<file path="src/sv/tbc_pkg.sv">
`default_nettype none
package tbc_pkg;

  // coordinate and product widths
  localparam int InW    = 16;
  localparam int DiffW  = InW + 1;
  localparam int ProdW  = 2 * DiffW;
  localparam int CrossW = ProdW + 1;
  localparam int MagW   = CrossW - 1;

  // weight format
  localparam int WeightFracBits = 16;
  localparam int OutW           = 24;

  // divider widths: dividend 2*|num|*2^f + |den|, divisor 2*|den|
  localparam int DvdW  = MagW + WeightFracBits + 1;
  localparam int DivW  = MagW + 1;
  localparam int QuoW  = DvdW;
  localparam int SumW  = QuoW + 3;

  // one cell of the divider chain carries both weights of one item
  typedef struct packed {
    logic              vld;
    logic              deg;
    logic              neg_b;
    logic              neg_g;
    logic [DivW-1:0]   div;
    logic [DivW-1:0]   rem_b;
    logic [DivW-1:0]   rem_g;
    logic [DvdW-1:0]   dvd_b;
    logic [DvdW-1:0]   dvd_g;
    logic [QuoW-1:0]   quo_b;
    logic [QuoW-1:0]   quo_g;
  } tbc_cell_t;

endpackage
`default_nettype wire

</file>
<file path="src/sv/tbc_div_cell.sv">
`default_nettype none
module tbc_div_cell import tbc_pkg::*; (
  input  wire logic clk,
  input  wire logic rst_n,
  input  wire logic en,
  input  tbc_cell_t cell_in,
  output tbc_cell_t cell_out
);

  tbc_cell_t       cell_r, cell_nxt;
  logic [DivW:0]   trial_b, trial_g;
  logic            take_b, take_g;

  // one restoring division step for each weight
  always_comb begin
    trial_b  = {cell_in.rem_b, cell_in.dvd_b[DvdW-1]};
    trial_g  = {cell_in.rem_g, cell_in.dvd_g[DvdW-1]};
    take_b   = trial_b >= {1'b0, cell_in.div};
    take_g   = trial_g >= {1'b0, cell_in.div};
    cell_nxt = cell_in;
    cell_nxt.rem_b = take_b ? DivW'(trial_b - {1'b0, cell_in.div}) : trial_b[DivW-1:0];
    cell_nxt.rem_g = take_g ? DivW'(trial_g - {1'b0, cell_in.div}) : trial_g[DivW-1:0];
    cell_nxt.dvd_b = {cell_in.dvd_b[DvdW-2:0], 1'b0};
    cell_nxt.dvd_g = {cell_in.dvd_g[DvdW-2:0], 1'b0};
    cell_nxt.quo_b = {cell_in.quo_b[QuoW-2:0], take_b};
    cell_nxt.quo_g = {cell_in.quo_g[QuoW-2:0], take_g};
  end

  always_ff @(posedge clk) begin
    if (!rst_n) begin
      cell_r.vld <= 1'b0;
    end else if (en) begin
      cell_r.vld <= cell_nxt.vld;
    end
  end

  always_ff @(posedge clk) begin
    if (en) begin
      cell_r.deg   <= cell_nxt.deg;
      cell_r.neg_b <= cell_nxt.neg_b;
      cell_r.neg_g <= cell_nxt.neg_g;
      cell_r.div   <= cell_nxt.div;
      cell_r.rem_b <= cell_nxt.rem_b;
      cell_r.rem_g <= cell_nxt.rem_g;
      cell_r.dvd_b <= cell_nxt.dvd_b;
      cell_r.dvd_g <= cell_nxt.dvd_g;
      cell_r.quo_b <= cell_nxt.quo_b;
      cell_r.quo_g <= cell_nxt.quo_g;
    end
  end

  assign cell_out = cell_r;

endmodule
`default_nettype wire

</file>
<file path="config.mk">
export PLATFORM = sky130hd
export DESIGN_NAME = tbc_div_cell
export DESIGN_NICKNAME = d
export VERILOG_FILES = /design/src/sv/tbc_pkg.sv /design/src/sv/tbc_div_cell.sv
export SDC_FILE = /design/constraint.sdc
export NUM_CORES = 1
export LEC_CHECK = 0
export BUFFER_PORTS_ARGS = -buffer_cell sky130_fd_sc_hd__buf_2
export CAP_MARGIN = 5
export CORE_AREA = 4 4 240 242
export CTS_BUF_LIST = sky130_fd_sc_hd__clkbuf_4
export DETAILED_ROUTE_END_ITERATION = 8
export DIE_AREA = 0 0 244 246
export SLEW_MARGIN = 5
export SYNTH_ARGS = -nofsm -noshare
export SYNTH_HDL_FRONTEND = slang
export SYNTH_SLANG_ARGS = --single-unit
</file>
<file path="constraint.sdc">
create_clock -name clk -period 11.9 [get_ports clk]
set_input_delay 3.57 -clock clk [delete_from_list [all_inputs] [get_ports clk]]
set_output_delay 3.57 -clock clk [all_outputs]
set_load 0.05 [all_outputs]
</file>
== After elaboration in Yosys (flattened, before gate mapping) ==
Cells that the tools add are included.

* Bits in registers: 311
* Latch bits: 0
* RAM bits: 0
* Memory bits (read-only): 0
* Bits of input ports: 316
* Output and inout port bits: 313
* Word-level logic and storage cells: 17
* Memories: 0

* Add/sub/neg operators: 2
* Multiply operators: 0
* Div/mod/pow operators: 0
* Magnitude comparators: 2
* Equality and inequality tests: 0
* Shifts and indexed selects: 0
* Muxes and demuxes: 2
* Bitwise operators: 0
* Reduce and logical (&&, ||, !) cells: 0

{| class="wikitable"
|+ Operator list
! operator !! count
|-
| >= comparator 36 x 35 -> 1 bit || 2
|-
| 2-to-1 mux 35 bit || 2
|-
| subtractor 35 bit || 2
|}

== Depth between registers and ports, before layout ==
Gate-level depths: netlist (run 1).

* Depth in word-level cells: 2
* Mapped depth: 13
* Depth with buffers taken out: 11

== Least setup slack after synthesis (run 1) ==
OpenSTA, ideal clock, no wires.

* Kind: input -> register
* Start point: input port cell_in[152] (netlist bit)
* End point: register cell_r (netlist bit cell_out[231]), data pin
* Arrival time: 5952 ps
* Data required time: 11638 ps
* Setup slack: 5686 ps
* Stages on the path: 12
* Path buffers: 2
* Cells stage by stage: inv_1 ha_1 fa_1 nand2b_1 a211oi_1 o2111ai_1 a211oi_1 o31a_1 or2_1 buf_4 buf_6 mux2_1

{| class="wikitable"
|+ RTL lines
! element !! line !! source
|-
| from (decl) || tbc_div_cell.sv:6 || <nowiki>input tbc_cell_t cell_in,</nowiki>
|-
| to (decl) || tbc_div_cell.sv:10 || <nowiki>tbc_cell_t cell_r, cell_nxt;</nowiki>
|}

==> results of run 1 <==
-- metrics by stage --
step / util [%] / hold slack (ns) / worst slack, ns / instance area [µm²] / std cells
2_1_floorplan: - / 0.743 / 5.69 / 14300 / 1087
3_3_place_gp: 33.0 / 0.507 / 4.36 / 18200 / 2423
3_5_place_dp: 33.0 / 0.518 / 4.34 / 18200 / 2423
4_1_cts: 34.9 / 0.534 / 5.23 / 19200 / 2580
5_1_grt: 34.9 / 0.616 / 4.99 / 19200 / 2582
6_report: 34.9 / 0.531 / 5.05 / 19300 / 2588
-- area by class of cell --
class                      count  area [µm²]  area share (%)
timing repair buffer         629        3170            16.5
antenna                        8        20.0           0.104
inverter                      56         210            1.09
tap                          748         936            4.86
multi-input combinational    679        4530            23.5
sequential                   311        9330            48.5
clock inverter                42         189           0.981
clock buffer                 115         863            4.48
-- logic make-up after synthesis --
logic type | after synthesis
AO/OA/AOI/OAI | 271
XOR/XNOR | 56
adder cells (fa/ha/maj) | 72
buffers and inverters | 97
flip-flops | 311
multiplexers | 12
other | 1
AND/OR/NAND/NOR | 266
-- critical path, stage by stage --
cell,delay [ns]
buf_2,0.14
ha_1,0.21
fa_1,0.39
nand2b_1,0.19
a211oi_1,0.34
o2111ai_1,0.32
a211oi_1,0.65
o31a_1,0.30
or2_2,0.38
buf_4,0.46
mux2_2,0.38
-- cell usage in the layout, fill, tap and decap left out, types with 20 or more instances in the layout --
cell type / n
nand2_1: 90
edfxtp_1: 310
a21o_1: 21
inv_1: 56
ha_1: 70
clkbuf_4: 115
xor2_1: 25
a21oi_1: 97
xnor2_1: 31
o21ai_1: 24
buf_2: 623
nor2_1: 63
nand4_1: 20
clkinv_1: 30
o21ai_0: 41
nand3_1: 26
-- routing by layer --
layer / vias up / routed length [µm] / global-route usage [%]
met2: 521 / 31900 / 35.6
li1: 5529 / - / -
met4: 38 / 2850 / 9.35
met3: 152 / 5150 / 7.34
met1: 5754 / 21600 / 19.9
met5: - / 229 / 0
-- power breakdown --
part,internal [µW],switching (µW)
logic,221,676
registers,1330,27.2
clock network,456,495
-- how the worst max path moves through the flow --
stage | to | slack, ns | cells after the start
floorplan | cell_out[231] | 5.69 | 12
global placement | cell_out[212] | 4.36 | 11
detailed placement | cell_out[207] | 4.34 | 11
CTS | cell_out[208] | 5.23 | 11
global route | cell_out[208] | 4.99 | 11
finish | cell_out[208] | 5.05 | 11
==> impl_results.md, run 1 <==
* Clk root buf: clkbuf_4
* Fin nets at 2,155
* Leakage at about 0.0083 µW
* Antenna violations before repair at 31
* Simple-Gate Fraction of Synth Area at 8.83%
* # rows at 86
* Max H-tree Level at 3
* Unrepaired setup endpoints after global routing: false
* Final Critical Period at about 6.9 ns
* Clk_skew at 0 ns
* Largest register FFs at 311
* Hold Crit Start: cell_out[312]
* Syn Inst Count at around 1,100
* DRT antenna net count at 0
* Post-synthesis adder-cell area fraction at 6.39%
* EDFF count, synth at 310
* Reg clk slew, reported paths at ~0.070 ns
* Iter 0 DRT Violations at 612
* Global-route usage over all layers at 19.6%
* Number of gates resized after CTS at 0
* Max cap viols at 0
* Fillers at 5,648
* Hold Fails Final Rpt at 0
* Asr flop ratio synth at 0%
* Arrival time of the worst setup path at 7.37 ns
* Initial core utilization at 26.0%
* CP Capture Type: flip-flop
* HPWL reported at the end of detailed placement at 50,200 µm
* Synth Area in XOR/XNOR at 3.42%
* Via/cell ratio at about 4.6
* Routability Congestion at 0.878
* Largest family of logic cells by synthesized area: compound AO/OA/AOI/OAI gates
* Wire length per cell at 23.9 µm
* Complex-gate fraction of the synthesized area at about 12%
* Num CTS Buffers at 90
* Total iterations of the first detailed-routing run at 5
* Status: finished, final reports clean
* Synth Flop Type: edfxtp_1
* Area Overhead vs Synth at 34.3%
* # setup viols final at 0
* Ports at 629
* Worst-Skew Late Latency at roughly 0.79 ns
* Post-CTS Setup Repair Bufs at 0
* Hold Path Class: flip-flop to flip-flop
* Crit path kind: input pin to flip-flop
* Worst flop-to-flop path startpoint: cell_out[312]
* Critical Path Fanout Max at 43
* Mux cell area share after synthesis at less than 1%
* Relative slew slack at ~33%
* DRC errors left at 0
* Power Total at roughly 3200 µW
* PD cells at 167 nW/µm²
* Top cells by area, synth: edfxtp_1 (65%), ha_1 (6.1%), a21oi_1 (3.4%)
* #FFs+latches synth at a little over 300
* Die Span Y at 246 µm
* Total global routing overflow at 0
* First-pass GRT wire length at 84,600 µm
* Top-count cell post-synth: edfxtp_1
* Most instantiated cells after synthesis: edfxtp_1 (310), a21oi_1 (97), nand2_1 (90), ha_1 (70), nor2_1 (63)
* Register area share after synthesis at 65.1%
* Worst Setup Start Kind: input pin
* Hold Path Sink: cell_out[312]
* Clock Tree Buf Depth at 3
* Distinct cells, synth at 78
* Post-synthesis cell area at 14,300 µm²
* Flop-to-flop setup slack at 11.29 ns
* RR Endpoint: cell_out[312]
* Area leader, netlist: edfxtp_1
* CTS tree: built
* Slew Viols, Final at 0
* Syn_area_per_cell at 13.2 µm²
* Total Die Area at 60,000 µm²
* Syn. warnings at 0
* Post-Route WL at 61,800 µm
* Core ar. at about 55,000 µm²
* Critical Path RT at 12.42 ns
* Share of Yosys cell area claimed by the top area cell type at roughly two thirds
* Share of cells above drive strength 1 at 42.2%
* Largest net degree at the start of global routing at 102
* Vias in the first global route at 12,100
* Maximum clock rate at 0.146 GHz
* Maximum VDD drop at 0.0719 mV
* FF-to-FF path depth at 2
* Final setup TNS at 0 ns
* Final period utilization at 57.6%
* Hold Path Stages at 2
* Clock sink count at approximately 310
* Worst-Margin Slew at 1.00 ns
* CTS hold repair buffers at 0
* Crit path from: cell_in[274]
* DR vias at 12,000
* I/O Buffers at ~620
* Die extent in x at 244 µm
Power figures use the tool's default switching activity.
==> run 2: changes to the inputs <==
Settings changed: ABC_AREA set to 1, CORE_AREA 4 4 240 242 to 4 4 244 246, DIE_AREA 0 0 244 246 to 0 0 248 250.
Clock period 11.9 ns to 6.2 ns, I/O delays scaled along.
==> run 2 against run 1 <==
Compared with the run above:
- cell area grew 8.4%
- combinational power is 100% higher
- flip-flop and latch count did not move
- core utilization grew 1.5 points
- via count grew 19%
- critical endpoint is now cell_out[216]
==> impl_results.md, run 2 <==
* Reg clk slew, reported paths at 0.07 ns (about the same)
* Post-synthesis cell area at 15,700 µm² (was 14,300 µm²)
* Worst Setup Start Kind: input pin (unchanged)
* # rows at 88 (was 86)
* Total Die Area at 62,000 µm² (was 60,000 µm²)
* Initial core utilization at 27.5% (was 26.0%)
* Die Span Y at 250 µm (was 246 µm)
* Most common cell after layout, fill and taps aside: buf_2 (unchanged)
* Global-route usage over all layers at 23.3% (was 19.6%)
* Distinct cells, synth at 35 (was 78)
* Bufs and invs on worst path at 3 (was 2)
* Total global routing overflow at 0 (unchanged)
* CTS tree: built (unchanged)
* Clock sink count at 311 (unchanged)
* Slew Viols, Final at 0 (unchanged)
* Worst-Margin Slew at 0.867 ns (was 1.00 ns)
* CP most frequent cell: nand2_1 (was a211oi_1)
* Unrepaired setup endpoints after global routing: false (unchanged)
* Syn Inst Count at 1,617 (was 1,086)
* FF-to-FF path depth at 2 (unchanged)
* Max cap viols at 0 (unchanged)
* Final Cell Area at 20,900 µm² (was 19,300 µm²)
* DR vias at 14,300 (was 12,000)
* Synth Flop Type: edfxtp_1 (unchanged)
* Status: finished, final reports clean (unchanged)
* Maximum VDD drop at 0.146 mV (was 0.0719 mV)
* Maximum clock rate at 0.253 GHz
* Die extent in x at 248 µm (was 244 µm)
* CTS hold repair buffers at 0 (unchanged)
* Area leader, netlist: edfxtp_1 (unchanged)
* RR Endpoint: cell_out[312] (unchanged)
* Core ar. at 57,400 µm² (was 55,100 µm²)
* First-pass GRT wire length at 102,000 µm (was 84,600 µm)
* Wire length per cell at 23.8 µm (was 23.9 µm)
* Crit path kind: input pin to flip-flop (unchanged)
* Relative slew slack at 42.2% (was 33.3%)
* Commonest cells after routing, fill and taps aside: buf_2 (623), nand2_1 (586), edfxtp_1 (310) (was buf_2 (623), edfxtp_1 (310), clkbuf_4 (115))
* Switching power total at 2450 µW (was 1200 µW)
* Asr flop ratio synth at 0% (unchanged)
* Routability Congestion at 0.937 (was 0.878)
* EDFF count, synth at 310 (unchanged)
* DRC errors left at 0 (unchanged)
* Non-Filler Instances at 3,164 (was 2,588)
* Largest net degree at the start of global routing at 103 (was 102)
* CP Capture Type: flip-flop (unchanged)
* Iter 0 DRT Violations at 913 (was 612)
* Largest register FFs at 311 (unchanged)
* HPWL reported at the end of detailed placement at 62,400 µm (was 50,200 µm)
* Final Critical Period at 3.95 ns
* Worst path max stage delay at 0.48 ns (was 0.65 ns)
* Total iterations of the first detailed-routing run at 5 (unchanged)
* Fillers at 6,006 (was 5,648)
* Clock power frac at 30.4% (was 29.6%)
* PD cells at 307 nW/µm² (was 167 nW/µm²)
* Area Overhead vs Synth at 32.6% (was 34.3%)
* Hold Fails Final Rpt at 0 (unchanged)
* Critical Path RT at 6.76 ns (was 12.42 ns)
* Placed Cells incl. Taps at 2,995 (was 2,423)
* DP Area at 19,700 µm² (was 18,200 µm²)
* Combinational share of power at 28.6% (was 27.9%)
* I/O Buffers at 624 (unchanged)
* Hold Path Class: flip-flop to flip-flop (unchanged)
* Antenna violations before repair at 43 (was 31)
* Clock Tree Buf Depth at 3 (unchanged)
* Worst Setup EP: cell_out[216] (was cell_out[208])
* Clk root buf: clkbuf_4 (unchanged)
* Num CTS Buffers at 91 (was 90)
* Worst flop-to-flop path startpoint: cell_out[312] (unchanged)
* Net Sw Frac at 38.3% (was 37.3%)
* Critical Path Fanout Max at 39 (was 43)
* Post-Route WL at 75,300 µm (was 61,800 µm)
* #FFs+latches synth at 311 (unchanged)
* Syn_area_per_cell at 9.74 µm² (was 13.2 µm²)
* Fin nets at 2,711 (was 2,155)
* Max H-tree Level at 3 (unchanged)
* Slowest CP cell: nand2_4 (was a211oi_1)
* DRT antenna net count at 0 (unchanged)
* Share of Yosys cell area claimed by the top area cell type at 59.1% (was 65.0%)
* Crit path max-delay family: simple AND/OR/NAND/NOR gates (was compound AO/OA/AOI/OAI gates)
* Register area share after synthesis at 59.2% (was 65.1%)
* Vias in the first global route at 14,600 (was 12,100)
* Top-count cell post-synth: nand2_1 (was edfxtp_1)
* Leakage at 0.0103 µW (was 0.00829 µW)
* Worst path cell trace: buf_2 > inv_1 > ha_1 > nand2_1 > nor2_2 > nand3_1 > nor2_1 > nand2_1 > nand2_1 > a21oi_1 > nand2_4 > inv_4 > nand2_1 > nand2_1 (was buf_2 > ha_1 > fa_1 > nand2b_1 > a211oi_1 > o2111ai_1 > a211oi_1 > o31a_1 > or2_2 > buf_4 > mux2_2)
* Post-CTS Setup Repair Bufs at 0 (unchanged)
* Worst-Skew Late Latency at 0.84 ns (was 0.79 ns)
* Share of cells above drive strength 1 at 35.1% (was 42.2%)
* Via/cell ratio at 4.52 (was 4.63)
* Final setup TNS at 0 ns (unchanged)
* Syn. warnings at 0 (unchanged)
* WHS at 0.604 ns (was 0.531 ns)
* Flop-to-flop setup slack at 5.50 ns (was 11.29 ns)
* Number of gates resized after CTS at 0 (unchanged)
* Sequential Power Share at 41.0% (was 42.4%)
* Int Pwr at 3950 µW (was 2010 µW)
* Cell count along the critical path at 14 (was 11)
* Most instantiated cells after synthesis: nand2_1 (586), edfxtp_1 (310), inv_1 (238), nor2_1 (107), ha_1 (70) (was edfxtp_1 (310), a21oi_1 (97), nand2_1 (90), ha_1 (70), nor2_1 (63))
* Final period utilization at 63.7%
* Crit path from: cell_in[287] (was cell_in[274])
* Clk_skew at 0 ns (unchanged)
* Top cells by area, synth: edfxtp_1 (59%), nand2_1 (14%), inv_1 (5.7%) (was edfxtp_1 (65%), ha_1 (6.1%), a21oi_1 (3.4%))
* Arrival time of the worst setup path at 4.51 ns (was 7.37 ns)
* Util after Layout at 36.4% (was 34.9%)
* # setup viols final at 0 (unchanged)
* Ports at 629 (unchanged)
## run 2: changes by cell type after synthesis, moves of 27 or more
cell	previous run	this run
nand2_1	90	586
inv_1	56	238
xnor2_1	31	4
a21oi_1	97	54
nand3_1	26	53
nor2_1	63	107
## run 2: metrics by stage
step	total power (µW)	worst slack (ns)
after detailed placement	4510	1.34
after global routing	6730	2.08
after CTS	6500	2.26
after floorplan	3880	2.44
after global placement	4510	1.36
final	6400	2.25
## run 2: worst min path at each step
| stage | startpoint | endpoint | slack (ns) | depth (start not counted) |
|---|---|---|---|---|
| 4_1_cts | cell_out[312] | cell_out[312] | 0.59 | 2 |
| 3_5_place_dp | cell_out[312] | cell_out[312] | 0.56 | 2 |
| 6_report | cell_out[312] | cell_out[312] | 0.60 | 2 |
| 5_1_grt | cell_out[312] | cell_out[312] | 0.64 | 2 |
| 3_3_place_gp | cell_out[312] | cell_out[312] | 0.53 | 2 |
| 2_1_floorplan | cell_out[312] | cell_out[312] | 0.75 | 2 |
## run 2: area by class of cell
cell class	instances	area (µm²)	area share [%]
clock buffers	130	976	4.67
clock inverters	28	139	0.665
multi-input cells	1044	5330	25.5
flip-flops and latches	311	9330	44.7
diodes	11	27.5	0.132
inverters	247	930	4.45
well taps	765	957	4.58
repair buffers	628	3190	15.3
## run 2: logic make-up (layout without fill, tap and decap cells)
family	Yosys count	in the layout	share of synthesized area, %
AO/OA/AOI/OAI	87	87	2.96
XOR/XNOR	36	36	2.00
adder cells (fa/ha/maj)	72	72	5.82
buffers and inverters	263	1033	6.94
flip-flops	311	311	59.2
other	1	13	0.0238
AND/OR/NAND/NOR	847	847	23.0
## run 2: power by group through the flow
| stage | combinational, µW | sequential, µW | clock [µW] |
|---|---|---|---|
| after global placement | 1840 | 2670 | 0 |
| final | 1830 | 2620 | 1950 |
| after detailed placement | 1840 | 2670 | 0 |
| after floorplan | 521 | 3360 | 0 |
| after global routing | 1950 | 2640 | 2140 |
| after CTS | 1850 | 2630 | 2020 |
## run 2: tightest hold or removal path, delay by kind of cell (launching register included)
family	cells	cell delay [ns]
compound gates	2	0.23
flops	1	0.32
## run 2: routing by layer
layer	global-route usage, %	wire length (µm)	vias up
li1	-	-	6755
met1	25.1	27300	6723
met2	41.4	37700	607
met3	7.26	6160	174
met4	10.7	3920	30
met5	0	191	-
